<file path="src/sv/tep_pkg.sv">
`default_nettype none
package tep_pkg;

  localparam int CHANNELS = 16;
  localparam int CH_W     = (CHANNELS > 1) ? $clog2(CHANNELS) : 1;

  localparam logic [15:0] PROB_MIN   = 16'd6554;
  localparam logic [15:0] PROB_MAX   = 16'd65470;
  localparam logic [15:0] PROB_FLOOR = 16'd66;
  localparam logic [15:0] CNT_MAX    = 16'hFFFF;

  localparam logic [1:0] CMD_MEAS  = 2'd0;
  localparam logic [1:0] CMD_MISS  = 2'd1;
  localparam logic [1:0] CMD_INIT  = 2'd2;
  localparam logic [1:0] CMD_TOTAL = 2'd3;

  localparam logic [1:0] REG_DEFAULT = 2'd0;
  localparam logic [1:0] REG_HALF    = 2'd1;
  localparam logic [1:0] REG_TRUE    = 2'd2;
  localparam logic [1:0] REG_FALSE   = 2'd3;

  localparam logic [15:0] RST_DEFAULT = 16'd32768;
  localparam logic [15:0] RST_HALF    = 16'd300;
  localparam logic [15:0] RST_TRUE    = 16'd58982;
  localparam logic [15:0] RST_FALSE   = 16'd13107;

  localparam int DIV_NW = 50;
  localparam int DIV_DW = 34;
  localparam int DIV_CW = $clog2(DIV_NW);

  function automatic logic [31:0] half_pow(input logic [3:0] k);
    logic [31:0] v;
    case (k)
      4'd0:    v = 32'd3037000500;
      4'd1:    v = 32'd3611622603;
      4'd2:    v = 32'd3938502376;
      4'd3:    v = 32'd4112874773;
      4'd4:    v = 32'd4202935003;
      4'd5:    v = 32'd4248701965;
      4'd6:    v = 32'd4271771996;
      4'd7:    v = 32'd4283353945;
      4'd8:    v = 32'd4289156690;
      4'd9:    v = 32'd4292061009;
      4'd10:   v = 32'd4293513907;
      4'd11:   v = 32'd4294240540;
      4'd12:   v = 32'd4294603903;
      4'd13:   v = 32'd4294785595;
      4'd14:   v = 32'd4294876445;
      default: v = 32'd4294921870;
    endcase
    return v;
  endfunction

  function automatic logic [15:0] clamp_prob(input logic [DIV_NW-1:0] p);
    logic [15:0] v;
    if (p < DIV_NW'(PROB_MIN)) v = PROB_MIN;
    else if (p > DIV_NW'(PROB_MAX)) v = PROB_MAX;
    else v = p[15:0];
    return v;
  endfunction

endpackage
`default_nettype wire

</file>
<file path="src/sv/tep_div.sv">
`default_nettype none
module tep_div (
  input  wire logic                      clk,
  input  wire logic                      rst,
  input  wire logic                      start,
  input  wire logic [tep_pkg::DIV_NW-1:0] num,
  input  wire logic [tep_pkg::DIV_DW-1:0] den,
  output logic                           done,
  output logic [tep_pkg::DIV_NW-1:0]     quo,
  output logic [tep_pkg::DIV_DW-1:0]     rem
);

  logic                       busy;
  logic [tep_pkg::DIV_CW-1:0] cnt;
  logic [tep_pkg::DIV_DW-1:0] dreg;
  logic [tep_pkg::DIV_DW:0]   trial;
  logic                       ge;

  assign trial = {rem, quo[tep_pkg::DIV_NW-1]};
  assign ge    = trial >= {1'b0, dreg};

  always_ff @(posedge clk) begin
    if (rst) begin
      busy <= 1'b0;
      done <= 1'b0;
      cnt  <= '0;
    end else begin
      done <= 1'b0;
      if (start) begin
        busy <= 1'b1;
        cnt  <= '0;
      end else if (busy) begin
        cnt <= cnt + 1'b1;
        if (cnt == tep_pkg::DIV_CW'(tep_pkg::DIV_NW - 1)) begin
          busy <= 1'b0;
          done <= 1'b1;
        end
      end
    end
  end

  always_ff @(posedge clk) begin
    if (start) begin
      quo  <= num;
      rem  <= '0;
      dreg <= den;
    end else if (busy) begin
      rem <= ge ? tep_pkg::DIV_DW'(trial - {1'b0, dreg}) : trial[tep_pkg::DIV_DW-1:0];
      quo <= {quo[tep_pkg::DIV_NW-2:0], ge};
    end
  end

endmodule
`default_nettype wire

</file>
<file path="config.mk">
export PLATFORM = sky130hd
export DESIGN_NAME = tep_div
export DESIGN_NICKNAME = d
export VERILOG_FILES = /design/src/sv/tep_pkg.sv /design/src/sv/tep_div.sv
export SDC_FILE = /design/constraint.sdc
export NUM_CORES = 1
export LEC_CHECK = 0
export BUFFER_PORTS_ARGS = -buffer_cell sky130_fd_sc_hd__buf_2
export CAP_MARGIN = 15
export CORE_MARGIN = 3
export CORE_UTILIZATION = 58
export CTS_CLUSTER_SIZE = 30
export DETAILED_ROUTE_END_ITERATION = 8
export GPL_TIMING_DRIVEN = 0
export PLACE_DENSITY_LB_ADDON = 0.3
export SYNTH_ARGS = -nofsm -noshare
export SYNTH_HDL_FRONTEND = slang
export SYNTH_SLANG_ARGS = --single-unit
</file>
<file path="constraint.sdc">
create_clock -name clk -period 7.5 [get_ports clk]
set_input_delay 0.375 -clock clk [delete_from_list [all_inputs] [get_ports clk]]
set_output_delay 0.375 -clock clk [all_outputs]
set_load 0.05 [all_outputs]
</file>
==> results_dict.tcl <==
set metrics [dict create \
    outcome "finished, final reports clean" \
    final.min_clock_period_ns 3.399 \
    timing.critical_path.slowest_stage_cell "a221oi_1" \
    cts_tree "done" \
    h_tree_level_count 4 \
    die_area_sq_um 13510 \
    p_total_w 0.002251 \
    synthTopCellsByArea "edfxtp_1, dfxtp_1, mux2_2, ha_1, mux2i_1" \
    nets 960 \
    clk_pin_slew_ns 0.07 \
    yosys_register_bits 126 \
    rrSetupSlack_ns 4.10 \
    cts_made_buffers 17 \
    cap_viol_max_count 0 \
    ctsResizeCount 0 \
    finalInstanceArea_sq_um 8688 \
    vias_per_cell 5.903 \
    arrival_ns 3.67 \
    vdd_ir_drop_max_mv 0.2092 \
    area_share_of_the_largest_cell_type_after_synthesis_pct 35.78 \
    type_of_element_capturing_the_critical_path "flip-flop" \
    finalClockSkew_ns 0.007992 \
    rr_endpoint "rem[22]" \
    synthToLayoutAreaGrowth_pct 23.25 \
    worst_hold_path_ep "dreg[1]" \
    number_of_clock_sinks_seen_by_cts 126 \
    ys_warn_count 0 \
    timing.setup.critical_path_class "reg -> reg" \
    hold_ws_ns 0.1133 \
    setup_repair_after_global_routing_missed_its_margin "no" \
    timing.fmax_mhz 294.2 \
    path_cells "inv_1 > ha_1 > inv_1 > fa_1 > a21o_1 > a221oi_1 > o221a_2 > o21a_2 > o211ai_1 > mux2_1 > o21ai_1 > a311oi_1" \
    post_cts_setup_bufs 0 \
    slew_headroom_pct 42.65 \
    ys_types 74 \
    final_cell_count_no_fill 992 \
    timing.critical_path.depth 12 \
    reg2regPathDepth 12 \
    placeableCoreArea_sq_um 11660 \
    post_synth_inst_count 645 \
    grt_overflow 0 \
    worstMarginPinSlew_ns 0.8602 \
    async_reset_ff_share_pct 0 \
    via_count_of_the_first_global_routing_pass 5798 \
    grt_antenna_before_repair 0 \
    synth_edf_count 84 \
    regToRegStartpoint "quo[49]" \
    timing.hold.worst_path_depth 1 \
    final.period_utilization_pct 45.32 \
    syn-num-nets 769 \
    detail_route.drc_violations 0 \
    final-max-slew-violation-count 0 \
    placedCellCount 960 \
    totalNegativeSetupSlack_ns 0 \
    gp_congestion 0.9027 \
    grtUsageTotal_pct 28.01 \
    ctsRootBufferMaster "clkbuf_16" \
    pwr_density_cell_nw_per_um2 259.0 \
    boundaryPins 172 \
    chipWidth_um 116.2 \
    antenna_nets_post_route 0 \
    synth_sequential_area_ratio_pct 47.71 \
    critPathLaunchType "flip-flop" \
    clk_path_buf_depth 2 \
    grt_pass1_wl_mm 28.99 \
    hold_class "in -> reg" \
    clkLatencyLatePin_ns 0.43 \
    path_buf_inv 2 \
    setup_violations 0 \
    cellLeakagePower_nw 3.751 \
    start_util_pct 60.44 \
    layout-drive-gt1-share_pct 33.45 \
    crit_required_ns 7.77 \
    hpwl_mm 13.11 \
    dpl-instance-area_sq_um 8112 \
    std_cell_rows 39 \
    dr.pass1.iters 5 \
    route.vias.total 5856 \
    port_buffers 171 \
    dieHeight_um 116.2 \
    violation_count_after_the_first_detailed_route_iteration 452 \
    synth.cell_area_sq_um 7049 \
    grt_start_max_net_pins 51 \
    insertedDiodeCount 0 \
    detail_route.wirelength_mm 18.33 \
    synth_area_per_cell_sq_um 10.93 \
    crit_fanout 7 \
    cpMostUsedCell "inv_1" \
    report.final.hold_viol_count 0 \
    synth_largest_area_cell "edfxtp_1" \
    ctsHoldBuffers 0 \
    slowest_delay_ns 0.51 \
    critical_path.top_delay_family "compound AO/OA/AOI/OAI gates" \
    synth-main-ff-cell "edfxtp_1" \
    detail_route.wl_per_cell_um 18.48 \
    worst_hold_startpoint "den[1]" \
]
==> worst max-delay path by stage <==
| stage | endpoint | slack, ns | from |
|---|---|---|---|
| 2_1_floorplan | rem[22] | 4.30 | quo[49] |
| 3_3_place_gp | quo[6] | 4.02 | start |
| 3_5_place_dp | rem[22] | 4.16 | quo[49] |
| 4_1_cts | rem[22] | 4.15 | quo[49] |
| 5_1_grt | rem[22] | 3.95 | quo[49] |
| 6_report | rem[22] | 4.10 | quo[49] |
==> synth_stat cells, drive strengths merged, types with 8 or more instances <==
library cell	instances
a211oi	27
nand2	42
nand3	13
edfxtp	84
xor2	16
a21oi	31
dfxtp	42
mux2i	21
ha	36
xnor2	15
inv	43
clkbuf	19
nor3	13
o21ai	29
a311oi	8
buf	11
nor2	53
mux2	52
a21o	10
==> worst register-to-register path, cell delays in order, from the launching register on <==
cell	delay (ns)
edfxtp_1	0.41
inv_1	0.08
ha_1	0.19
inv_1	0.06
fa_1	0.40
a21o_1	0.22
a221oi_1	0.51
o221a_2	0.38
o21a_2	0.24
o211ai_1	0.17
mux2_1	0.34
o21ai_1	0.15
a311oi_1	0.10
==> metrics by stage <==
stage / util [%] / setup slack (ns)
detailed placement: 69.55 / 4.158
global route: 74.50 / 3.946
global placement: 69.32 / 4.022
finish: 74.50 / 4.101
floorplan: - / 4.297
CTS: 74.50 / 4.146
==> state kept, by name (all words and copies together), names as in the netlist <==
register / cells
quo: 50
dreg: 34
rem: 34
cnt: 6
busy: 1
done: 1
==> cell usage in the layout, fill, tap and decap left out, types with 15 or more instances in the layout <==
cell type | Yosys | layout
clkbuf_16 | 0 | 17
nor2_1 | 52 | 52
inv_1 | 43 | 42
dfxtp_1 | 42 | 42
edfxtp_1 | 84 | 84
nand2_1 | 41 | 41
xor2_1 | 16 | 16
mux2i_1 | 21 | 21
a211oi_1 | 27 | 27
ha_1 | 36 | 36
a21oi_1 | 30 | 30
o21ai_0 | 22 | 22
clkbuf_1 | 19 | 19
mux2_2 | 50 | 50
xnor2_1 | 15 | 15
buf_2 | 3 | 174
==> kinds of logic after synthesis <==
| group | count (synthesis) | share of synthesized area [%] |
|---|---|---|
| adder cells (fa/ha/maj) | 37 | 6.674 |
| multiplexers | 73 | 11.34 |
| AO/OA/AOI/OAI | 151 | 15.76 |
| XOR/XNOR | 31 | 3.852 |
| AND/OR/NAND/NOR | 154 | 10.19 |
| buffers and inverters | 73 | 4.473 |
| flip-flops | 126 | 47.71 |
==> layout make-up <==
class                           count  area (sq um)
Timing Repair Buffer              172         883.3
Multi-Input combinational cell    446          3371
Fill cell                         824          2974
Sequential cell                   126          3363
Inverter                           43         161.4
Clock inverter                     15         151.4
Buffer                             30         153.9
Clock buffer                       17         425.4
Tap cell                          143         178.9
==> report_power, final <==
| part | internal [W] | switching [W] |
|---|---|---|
| Sequential | 0.000811 | 0.0000395 |
| Combinational | 0.000198 | 0.000391 |
| Clock | 0.000466 | 0.000346 |
==> per-layer routing <==
layer  track usage [%]  wire length, um  vias to the layer above
li1                  -                -                     2787
met1             32.37             7024                     2781
met2             47.98             9275                      250
met3             9.223             1605                       38
met4             11.37              429                        0
met5                 0                0                        -
(Power assumes the default switching activity.)
