`src/sv/tep_pkg.sv`:
```
`default_nettype none
package tep_pkg;

  localparam int CHANNELS = 16;
  localparam int CH_W     = (CHANNELS > 1) ? $clog2(CHANNELS) : 1;

  localparam logic [15:0] PROB_MIN   = 16'd6554;
  localparam logic [15:0] PROB_MAX   = 16'd65470;
  localparam logic [15:0] PROB_FLOOR = 16'd66;
  localparam logic [15:0] CNT_MAX    = 16'hFFFF;

  localparam logic [1:0] CMD_MEAS  = 2'd0;
  localparam logic [1:0] CMD_MISS  = 2'd1;
  localparam logic [1:0] CMD_INIT  = 2'd2;
  localparam logic [1:0] CMD_TOTAL = 2'd3;

  localparam logic [1:0] REG_DEFAULT = 2'd0;
  localparam logic [1:0] REG_HALF    = 2'd1;
  localparam logic [1:0] REG_TRUE    = 2'd2;
  localparam logic [1:0] REG_FALSE   = 2'd3;

  localparam logic [15:0] RST_DEFAULT = 16'd32768;
  localparam logic [15:0] RST_HALF    = 16'd300;
  localparam logic [15:0] RST_TRUE    = 16'd58982;
  localparam logic [15:0] RST_FALSE   = 16'd13107;

  localparam int DIV_NW = 50;
  localparam int DIV_DW = 34;
  localparam int DIV_CW = $clog2(DIV_NW);

  function automatic logic [31:0] half_pow(input logic [3:0] k);
    logic [31:0] v;
    case (k)
      4'd0:    v = 32'd3037000500;
      4'd1:    v = 32'd3611622603;
      4'd2:    v = 32'd3938502376;
      4'd3:    v = 32'd4112874773;
      4'd4:    v = 32'd4202935003;
      4'd5:    v = 32'd4248701965;
      4'd6:    v = 32'd4271771996;
      4'd7:    v = 32'd4283353945;
      4'd8:    v = 32'd4289156690;
      4'd9:    v = 32'd4292061009;
      4'd10:   v = 32'd4293513907;
      4'd11:   v = 32'd4294240540;
      4'd12:   v = 32'd4294603903;
      4'd13:   v = 32'd4294785595;
      4'd14:   v = 32'd4294876445;
      default: v = 32'd4294921870;
    endcase
    return v;
  endfunction

  function automatic logic [15:0] clamp_prob(input logic [DIV_NW-1:0] p);
    logic [15:0] v;
    if (p < DIV_NW'(PROB_MIN)) v = PROB_MIN;
    else if (p > DIV_NW'(PROB_MAX)) v = PROB_MAX;
    else v = p[15:0];
    return v;
  endfunction

endpackage
`default_nettype wire

```
`src/sv/tep_ram.sv`:
```
`default_nettype none
module tep_ram (
  input  wire logic                     clk,
  input  wire logic                     rst,
  input  wire logic                     we,
  input  wire logic [tep_pkg::CH_W-1:0] waddr,
  input  wire logic [15:0]              wdata,
  input  wire logic [tep_pkg::CH_W-1:0] raddr,
  output logic [15:0]                   rdata
);

  logic [15:0]                 mem [tep_pkg::CHANNELS];
  logic [tep_pkg::CHANNELS-1:0] vld;
  logic [15:0]                 rq;
  logic                        rv;

  always_ff @(posedge clk) begin
    if (we) begin
      mem[waddr] <= wdata;
    end
    rq <= mem[raddr];
  end

  always_ff @(posedge clk) begin
    if (rst) begin
      vld <= '0;
      rv  <= 1'b0;
    end else begin
      if (we) begin
        vld[waddr] <= 1'b1;
      end
      rv <= vld[raddr];
    end
  end

  assign rdata = rv ? rq : tep_pkg::PROB_FLOOR;

endmodule
`default_nettype wire

```
`config.mk`:
```
export PLATFORM = sky130hd
export DESIGN_NAME = tep_ram
export DESIGN_NICKNAME = d
export VERILOG_FILES = /design/src/sv/tep_pkg.sv /design/src/sv/tep_ram.sv
export SDC_FILE = /design/constraint.sdc
export NUM_CORES = 1
export LEC_CHECK = 0
export ABC_AREA = 1
export BUFFER_PORTS_ARGS = -buffer_cell sky130_fd_sc_hd__buf_2
export CAP_MARGIN = 20
export CORE_MARGIN = 3
export CORE_UTILIZATION = 55
export CTS_CLUSTER_SIZE = 8
export DETAILED_ROUTE_END_ITERATION = 10
export PLACE_DENSITY = 0.69
export SLEW_MARGIN = 20
export SYNTH_ARGS = -nofsm -noshare
export SYNTH_HDL_FRONTEND = slang
export SYNTH_SLANG_ARGS = --single-unit
```
`constraint.sdc`:
```
create_clock -name clk -period 3.6 [get_ports clk]
set_input_delay 0.18 -clock clk [delete_from_list [all_inputs] [get_ports clk]]
set_output_delay 0.18 -clock clk [all_outputs]
set_load 0.02 [all_outputs]
```
==> summary.md, run 1 <==
| Metric | Value |
|---|---|
| Status | finished clean |
| CP Class | reg2out |
| Compound-cell area share of the yosys netlist | 11.51% |
| EDFF count, synth | ~260 |
| CP max stage delay | 0.84 ns |
| Post-DR wirelength/cell | 20.67 um |
| Synth Warn # | 0 |
| Max-cap violations | 0 |
| Worst path required time | 3.42 ns |
| Vias in the first global route | 6963 |
| RSZ-0062 raised after global routing | false |
| Top cell type's share of synthesized area | roughly two thirds |
| Most common cell in the netlist | edfxtp_1 |
| Static leakage | around 0.0046 uW |
| HPWL after DPL | 14.23 mm |
| Period utilisation layout | 54.89% |
| Post-CTS Hold Buffers | 1 |
| Critical-path cell list | nand2_1, inv_1, buf_2 |
| Fin crit period | 1.976 ns |
| Top delay family on crit path | flip-flops |
| Final WL | 26.21 mm |
| Worst path bufs/invs | 2 |
| DR pass1 iterations | 5 |
| H-tree Lvls | 2 |
| Ant. Diodes | 0 |
| Layout Nets | just under 1000 |
| Die Ht | 149.9 um |
| Worst slew pin tran | 1.076 ns |
| Commonest cells post-synth | edfxtp_1 (256), nor2_1 (174), o21ai_0 (105) |
| Largest family of logic cells by synthesized area | compound AO/OA/AOI/OAI gates |
| Fin cells | 1268 |
| Biggest area consumer among synthesized cells | edfxtp_1 |
| DR vias | about 7200 |
| Largest net degree at the start of global routing | 90 |
| Area contributors post-synth | edfxtp_1 (67%), dfxtp_1 (5.8%), nor2_1 (5.7%), o21ai_0 (4.6%), o211ai_1 (4.2%) |
| Ys async rst share | 0% |
| Drt drc | 0 |
| Worst Path Arrival | 1.80 ns |
| Area after DPL | around 12000 um2 |
| Antenna violations before repair | 0 |
| Worst vdd ir | ~0.00048 V |
| Final setup vio count | 0 |
| Count of pins over their slew limit | 0 |
| Multiplexer share of the synthesized area | 0% |
| Mapped Area | about 11000 um2 |
| Clk_lat worst skew | 0.51 ns |
| GRT Residual Overflow | 0 |
| Die W | 149.9 um |
| Num CTS Buffers | 42 |
| Post-synthesis adder-cell area fraction | 0% |
| FF+latch count, synth | 289 |
| Max-slew headroom | 28.18% |
| RePlAce Congestion | 0.7420 |
| Longest Clk Path Bufs | 3 |
| Synth Instances | 924 |
| Setup TNS | 0 ns |
| FP Rows | 52 |
| Syn_area_per_cell | 12.33 um2 |
| Final Hold Violating Endpoints | 0 |
| DRT iter0 DRCs | 621 |
| Placeable Area | 20300 um2 |
| Hold Crit Class | in2reg |
| Crit-path slowest cell | dfxtp_1 |
| Syn Nets | 951 |
| Die area | 22470 um2 |
| First-pass GRT wire length | approximately 40 mm |
| Placed insts | 1192 |
| Critical Path Start Type | flop |
| CTS tree | built |
| Share of layout cells above drive strength 1 | 11.92% |
| IO Port Bufs | 42 |
| Top FF cell, synth | edfxtp_1 |
| Fin area | around 13000 um2 |
| Top Ports | 43 |
| Worst-path clk slew | 0.05 ns |
| Root buffer cell | clkbuf_16 |
| PD cells | 598.1 nW/um2 |
| Initial Util | 56.11% |
| Post-CTS setup buffers | 0 |
| Crit end category | primary output |
| Routed vias/inst | 5.703 |
| Xor and xnor area share after synthesis | 0% |
| Area growth syn-to-layout | 14.34% |
| Synth Area in Simple Gates | about a tenth |
| DRT antenna net count | 0 |
| Skew final | just over 0.008 ns |
| GRT Total Usage | 23.56% |
| Netlist cell types | 23 |
| Total power | 7788 uW |
| Maximum clock rate | around 510 MHz |
| TritonCTS Sinks | between 200 and 300 |
| CP max FO | 16 |
| Resize count post-CTS | 0 |
| Sequential-to-total area share from yosys stat | 73.29% |
-- cells by family (layout without fill, tap and decap cells) --
logic type,count (synthesis),in the layout
DFF,289,289
buffers and inverters,132,206
and+or+nand+nor,274,274
AOI/OAI and AO/OA,229,229
-- placed cells by master (no fill, tap or decap), types with 2 or more instances in the layout --
| master | count |
|---|---|
| o21ai_1 | 25 |
| a21oi_1 | 35 |
| clkbuf_16 | 45 |
| o21ai_0 | 105 |
| clkbuf_1 | 29 |
| edfxtp_1 | 256 |
| nand2_1 | 54 |
| buf_8 | 2 |
| buf_2 | 41 |
| buf_4 | 12 |
| dfxtp_1 | 33 |
| nand3_1 | 44 |
| nor2_2 | 9 |
| nor3_1 | 2 |
| o211ai_1 | 63 |
| inv_1 | 70 |
| nor2_4 | 5 |
| clkinv_1 | 2 |
| nor2_1 | 160 |
-- path summary, 6_finish.rpt --
| path | cells after the start | start | slack, ns | end |
|---|---|---|---|---|
| max | 3 | rv | 1.62 | rdata[15] |
| min | 4 | waddr[0] | 0.02 | vld[8] |
| max reg2reg | 6 | mem[6][5] | 2.49 | rq[5] |
| min reg2reg | 2 | vld[0] | 0.46 | vld[0] |
-- sequential cells by signal, summed over array words and instances, names as in the netlist --
register  count
mem         256
rv            1
vld          16
rq           16
-- worst reg2reg max path: stages (launching register included) --
cell      delay, ns
edfxtp_1       0.37
nor2_1         0.11
nor2_1         0.05
o21ai_0        0.12
o211ai_2       0.13
nand3_1        0.12
nand2_1        0.09
-- layout make-up --
cell class              instances  area, um2
inverters                      74      280.3
fillers                      1571       7277
multi-input cells             503       2457
clock inverters                 1      8.758
repair buffers                 57      355.3
clock buffers                  74       1235
well taps                     270      337.8
flip-flops and latches        289       8348
-- metrics by stage --
stage	hold WS (ns)	setup slack [ns]	utilization [%]
global route	0.03919	1.532	64.15
global placement	0.4437	1.619	57.70
floorplan	0.2789	1.929	-
CTS	0.001201	1.602	64.08
detailed placement	0.4505	1.568	57.90
finish	0.01930	1.624	64.15
-- per-layer routing --
| metal | part of all wire [%] | vias up | track usage (%) |
|---|---|---|---|
| met2 | 47 | 259 | 36.95 |
| li1 | - | 3365 | - |
| met1 | 44 | 3551 | 33.55 |
| met4 | 3.1 | 0 | 9.652 |
| met5 | 0 | - | 0 |
| met3 | 5.8 | 56 | 3.392 |
-- report_power, final --
part / switching, uW / leakage, uW / internal (uW) / total, uW
Combinational: 285 / 0.00143 / 107 / 393
Sequential: 34.1 / 0.00259 / 3740 / 3780
Clock: 1320 / 0.000593 / 2300 / 3620
Power figures use the tool's default switching activity.
==> run 2, diff against run 1 <==
--- a/config.mk
+++ b/config.mk
@@ -5,7 +5,7 @@
 export SDC_FILE = /design/constraint.sdc
 export NUM_CORES = 1
 export LEC_CHECK = 0
-export ABC_AREA = 1
+export ABC_AREA = 0
 export BUFFER_PORTS_ARGS = -buffer_cell sky130_fd_sc_hd__buf_2
 export CAP_MARGIN = 20
 export CORE_MARGIN = 3
==> constraint.sdc (replaced) <==
create_clock -name clk -period 1.9 [get_ports clk]
set_input_delay 0.095 -clock clk [delete_from_list [all_inputs] [get_ports clk]]
set_output_delay 0.095 -clock clk [all_outputs]
set_load 0.02 [all_outputs]
==> run 2 against run 1 <==
Cell area rose by 0.62%. Sequential share of layout area fell by 0.40 points. Clock power up 89%. Largest cell class unchanged. Total power is 89% higher. Combinational power rose by 77%. Clock-buffer cell count is 3 higher. Setup slack worse by 1.5 ns. Core utilization increased by 4.5 points. Global-route usage fell by 0.88 points. Synthesized cell count fell by 46%. Non-clock buffer count up 38. Clock skew grew 0.0081 ns.
==> summary.md, run 2 <==
| Metric | Value |
|---|---|
| Status | finished clean |
| Vias in the first global route | 5782 |
| GRT Residual Overflow | 0 |
| Routed vias/inst | 6.003 |
| Clk_lat worst skew | 0.52 ns |
| Syn Nets | 527 |
| PD cells | around 1100 nW/um2 |
| Placeable Area | 19080 um2 |
| Num CTS Buffers | 42 |
| Fin crit period | around 1.8 ns |
| CP Class | reg2out |
| Worst r2r path cells | 3 |
| EDFF count, synth | 256 |
| DRT iter0 DRCs | 449 |
| Root buffer cell | clkbuf_16 |
| Post-CTS setup buffers | 0 |
| Hold Crit Class | in2reg |
| Mapped Area | around 11000 um2 |
| Critical Path Start | rv |
| Sequential-to-total area share from yosys stat | 76.87% |
| IO Port Bufs | 42 |
| Largest register FFs | 256 |
| Count of pins over their slew limit | 0 |
| CTS tree | built |
| FP Rows | 50 |
| Worst Path Arrival | 1.67 ns |
| H-tree Lvls | 2 |
| GRT Total Usage | 22.68% |
| Most frequent cells in the layout | edfxtp_1 (256), clkbuf_16 (45), buf_2 (41) |
| Netlist cell types | 28 |
| DRT antenna net count | 0 |
| Area contributors post-synth | edfxtp_1 (71%), mux4_2 (7.9%), mux4_1 (6.8%), dfxtp_1 (6.1%), nor2_1 (1.6%) |
| Worst slew pin tran | about 1 ns |
| First-pass GRT wire length | 35.83 mm |
| Worst path required time | between 1.5 and 2 ns |
| Antenna violations before repair | 0 |
| Longest Clk Path Bufs | 3 |
| Max-cap violations | 0 |
| End of the critical path | rdata[0] |
| Levels on crit path | 3 |
| Worst path bufs/invs | 2 |
| Max-slew headroom | 33.72% |
| Top FF cell, synth | edfxtp_1 |
| Crit-path slowest cell | dfxtp_1 |
| Top reg by flops | mem |
| Die W | 146.5 um |
| Synth Instances | 500 |
| Top cell type's share of synthesized area | 70.78% |
| Die Ht | between 100 and 150 um |
| Most common cell in the netlist | edfxtp_1 |
| Syn_area_per_cell | between 20 and 25 um2 |
| Largest registers | mem x256, rq x16, vld x16 |
| Commonest cells post-synth | edfxtp_1 (256), nor2_1 (46), mux4_2 (38) |
| Final setup vio count | 0 |
| Post-DR wirelength/cell | roughly 26 um |
| Critical Path Start Type | flop |
| Biggest area consumer among synthesized cells | edfxtp_1 |
| FF+latch count, synth | 289 |
| Int Power | 11780 uW |
| Layout Nets | 641 |
| Share of layout cells above drive strength 1 | ~28% |
| Ant. Diodes | 0 |
| Worst-path clk slew | ~0.050 ns |
| Worst reg2reg startpoint | mem[10][2] |
| Area growth syn-to-layout | 20.66% |
| Largest net degree at the start of global routing | 39 |
| Total power | 14680 uW |
| DR vias | between 5000 and 6000 |
| Ys async rst share | 0% |
| HPWL after DPL | 12.91 mm |
| Maximum clock rate | approximately 570 MHz |
| DR pass1 iterations | 4 |
| Synth Warn # | 0 |
| Drt drc | 0 |
| Top Ports | 43 |
| Clock Power Share | 46.7% |
| Die area | 21470 um2 |
| RSZ-0062 raised after global routing | false |
| Sw Share | 19.78% |
| FF-to-FF setup slack | 0.42 ns |
| Setup TNS | 0 ns |
| Sequential Power Share | 48.6% |
| WHS | 0.04453 ns |
| Worst vdd ir | 0.0009596 V |
| Critical-path cell list | buf_4, and2_1, buf_2 |
| Skew final | 0.01628 ns |
| Initial Util | 56.92% |
| Final WL | 23.48 mm |
| CP max stage delay | 0.56 ns |
| Most common cell after layout, fill and taps aside | edfxtp_1 |
| Resize count post-CTS | 0 |
| Combinational power share | approximately 4.7% |
| Static leakage | 0.004491 uW |
| CP max FO | 11 |
| P_sw | 2904 uW |
| Crit end category | primary output |
| RePlAce Congestion | 0.7563 |
| FF-to-FF End | rq[2] |
| Final Hold Violating Endpoints | 0 |
| Top delay family on crit path | flip-flops |
| Final Core Density | 68.68% |
| Period utilisation layout | 92.91% |
| TritonCTS Sinks | between 200 and 300 |
## run 2: changes by cell type in the layout (fill, tap and decap cells not counted), moves of 16 or more
cell           delta
a21oi_1          -34
o21ai_0         -105
a221o_1          +16
o211ai_1         -63
mux4_1           +28
nand3_1          -43
o21ai_1          -25
a22o_1           +16
nor2_1          -126
mux4_2           +38
nand2_1          -51
dlygate4sd3_1    +16
inv_1            -69
## run 2: repair_timing
item | 4_1_cts | 5_1_grt
hold buffers | 17 | 0
setup endpoints to repair | 0 | 0
hold endpoints to repair | 272 | 0
## run 2: worst min path at each step
| stage | slack [ns] | cells past startpoint | startpoint | to |
|---|---|---|---|---|
| final | 0.04 | 2 | waddr[0] | mem[0][0] |
| after global routing | 0.04 | 2 | waddr[1] | mem[0][0] |
| after CTS | 0.02 | 2 | waddr[0] | mem[0][0] |
| after detailed placement | 0.46 | 2 | rst | vld[15] |
| after global placement | 0.45 | 1 | wdata[4] | mem[2][4] |
| after floorplan | 0.19 | 0 | wdata[0] | mem[0][0] |
## run 2: power groups by stage
stage	logic, uW	registers, uW	clock network [uW]
after floorplan	403	7230	0
after global placement	650	7240	0
after detailed placement	670	7250	0
after CTS	702	7130	6970
after global routing	747	7140	7280
final	696	7130	6850
## run 2: final cells by class
class / instances / area (um2)
clock buffers: 77 / 1246
clock inverters: 1 / 8.758
fillers: 1219 / 5977
inverters: 1 / 3.754
multi-input cells: 185 / 2394
flip-flops and latches: 289 / 8348
well taps: 260 / 325.3
repair buffers: 95 / 778.2
## run 2: through the flow
step                      area, um2  setup slack (ns)  instances
after floorplan               10880           0.07553        500
after global placement        11680           0.09538        813
after detailed placement      11680            0.1690        813
after CTS                     13100            0.1186        908
after global routing          13100           0.07563        908
final                         13100            0.1347        908
## run 2: routing by layer
metal	share of wire, %	up-vias	GRT usage, %
li1	-	2338	-
met1	44	2873	33.24
met2	48	202	34.98
met3	6.1	38	5.183
met4	1.9	0	6.491
met5	0	-	0
## run 2: cell families (layout without fill, tap and decap cells)
family / Yosys count / after routing / share of synthesized area (%)
flip-flops: 289 / 289 / 76.87
AO/OA/AOI/OAI: 36 / 36 / 3.041
AND/OR/NAND/NOR: 79 / 79 / 3.410
buffers and inverters: 26 / 174 / 1.636
multiplexers: 70 / 70 / 15.05
==> run 3, diff against run 2 <==
==> constraint.sdc (replaced) <==
create_clock -name clk -period 1.9 [get_ports clk]
set_input_delay 0.285 -clock clk [delete_from_list [all_inputs] [get_ports clk]]
set_output_delay 0.285 -clock clk [all_outputs]
set_load 0.02 [all_outputs]
==> run 3 against run 2 <==
Setup slack barely moved. First-iteration DRC count rose by 13%. Total power fell by 0.62%. Wire length fell by 2.4%. Non-clock buffer count fell by 10. Critical path type unchanged. Highest routed layer is now met5.
==> summary.md, run 3 (synthesis results as in run 2) <==
| Metric | Value |
|---|---|
| Status | finished clean |
| Worst-path clk slew | 0.05 ns |
| TritonCTS Sinks | between 200 and 300 |
| Final WL | 22.92 mm |
| Ant. Diodes | 0 |
| Longest Clk Path Bufs | 3 |
| Max-cap violations | 0 |
| Worst r2r path cells | 3 |
| First-pass GRT wire length | 35.01 mm |
| Worst Slack Setup Final | 0.1344 ns |
| Worst reg2reg startpoint | mem[11][9] |
| Most common cell after layout, fill and taps aside | edfxtp_1 |
| Fin cells | 894 |
| Area growth syn-to-layout | 19.30% |
| Final-layout fill cell count | between 1000 and 1500 |
| Setup TNS | 0 ns |
| PD cells | 1126 nW/um2 |
| Clk_lat worst skew | ~0.51 ns |
| Placeable Area | 19080 um2 |
| CP max FO | 16 |
| IO Port Bufs | 42 |
| GR Layer Usage met1 | 29.49% |
| Static leakage | approximately 0.0044 uW |
| Top Ports | 43 |
| Layout Nets | 631 |
| Total power | 14590 uW |
| DRT antenna net count | 0 |
| Die W | 146.5 um |
| Largest registers | mem x256, rq x16, vld x16 |
| Maximum clock rate | 566.4 MHz |
| Num CTS Buffers | 42 |
| RePlAce Congestion | 0.7612 |
| Largest net degree at the start of global routing | 41 |
| Top reg by flops | mem |
| Worst Path Arrival | 1.48 ns |
| Post-CTS Hold Buffers | 0 |
| CTS tree | built |
| Crit end category | primary output |
| Resize count post-CTS | 0 |
| GRT Residual Overflow | 0 |
| Placed insts | 820 |
| Count of pins over their slew limit | 0 |
| Skew final | 0.008294 ns |
| Post-DR wirelength/cell | 25.64 um |
| FF-to-FF setup slack | 0.38 ns |
| Final Hold Violating Endpoints | 0 |
| GRT Total Usage | 22.14% |
| Antenna violations before repair | 2 |
| GR peak layer | met2 |
| Vias in the first global route | 5645 |
| Pre-CTS setup slack | 0.02445 ns |
| FF-to-FF End | rq[9] |
| Most frequent cells in the layout | edfxtp_1 (256), clkbuf_16 (45), buf_2 (41) |
| Fin crit period | 1.766 ns |
| Multi-input logic area | 2391 um2 |
| WHS | 0.1290 ns |
| RSZ-0062 raised after global routing | false |
| GR Util met3 | under 10% |
| Max-slew headroom | a little under two fifths |
| Grt met2 use | 37.60% |
| Final setup vio count | 0 |
| Period utilisation layout | 92.93% |
| Share of layout cells above drive strength 1 | 29.65% |
| H-tree Lvls | 2 |
| Critical Path Start | rv |
| Worst vdd ir | 0.0008100 V |
| DR vias | ~5400 |
| CP Class | reg2out |
| Root buffer cell | clkbuf_16 |
| Drt drc | 0 |
| Worst slew pin tran | ~0.95 ns |
| Die Ht | about 150 um |
| Post-CTS setup buffers | 0 |
| Largest register FFs | 256 |
| DRT iter0 DRCs | ~500 |
| Routed vias/inst | 5.998 |
| Hold Crit Class | in2reg |
| Die area | 21470 um2 |
| DR pass1 iterations | 5 |
| HPWL after DPL | 13.43 mm |
| FP Rows | 50 |
| Worst path required time | 1.62 ns |
| Initial Util | 56.92% |
| Critical Path Start Type | flop |
| Register Area | 8348 um2 |
| End of the critical path | rdata[7] |
==> run 3: worst min path at each step <==
stage,start,to,depth (start not counted),slack (ns)
3_5_place_dp,vld[14],vld[14],2,0.46
4_1_cts,rst,vld[12],2,0.12
5_1_grt,raddr[3],rv,3,0.14
3_3_place_gp,vld[14],vld[14],2,0.45
6_report,rst,vld[12],2,0.13
2_1_floorplan,wdata[0],mem[0][0],0,0.38
==> run 3: power by group <==
part / total [uW] / internal (uW) / switching [uW]
sequential: 7130 / 7090 / 42.2
combinational: 671 / 298 / 374
clock: 6790 / 4340 / 2450
total: 14600 / 11700 / 2870
==> run 3: area by class of cell <==
class	instances	share of cell area (%)
flip-flops and latches	289	64.43
multi-input cells	185	18.45
clock buffers	73	9.503
repair buffers	85	5.002
well taps	260	2.511
clock inverters	1	0.06760
inverters	1	0.02897
==> run 3: per-stage QoR <==
step	cell area [um2]	util, %
2_1_floorplan	10880	-
3_3_place_gp	11720	61.40
3_5_place_dp	11720	61.40
4_1_cts	12960	67.90
5_1_grt	12960	67.90
6_report	12960	67.90
==> run 3: metal layers <==
metal | routed length (um) | vias up
met5 | 16 | -
met4 | 453 | 2
met1 | 9136 | 2812
li1 | - | 2315
met2 | 11980 | 194
met3 | 1331 | 39
==> run 3: critical path, cell delays in order (launching register included) <==
cell	delay (ns)
dfxtp_1	0.30
buf_4	0.24
and2_1	0.24
buf_2	0.19
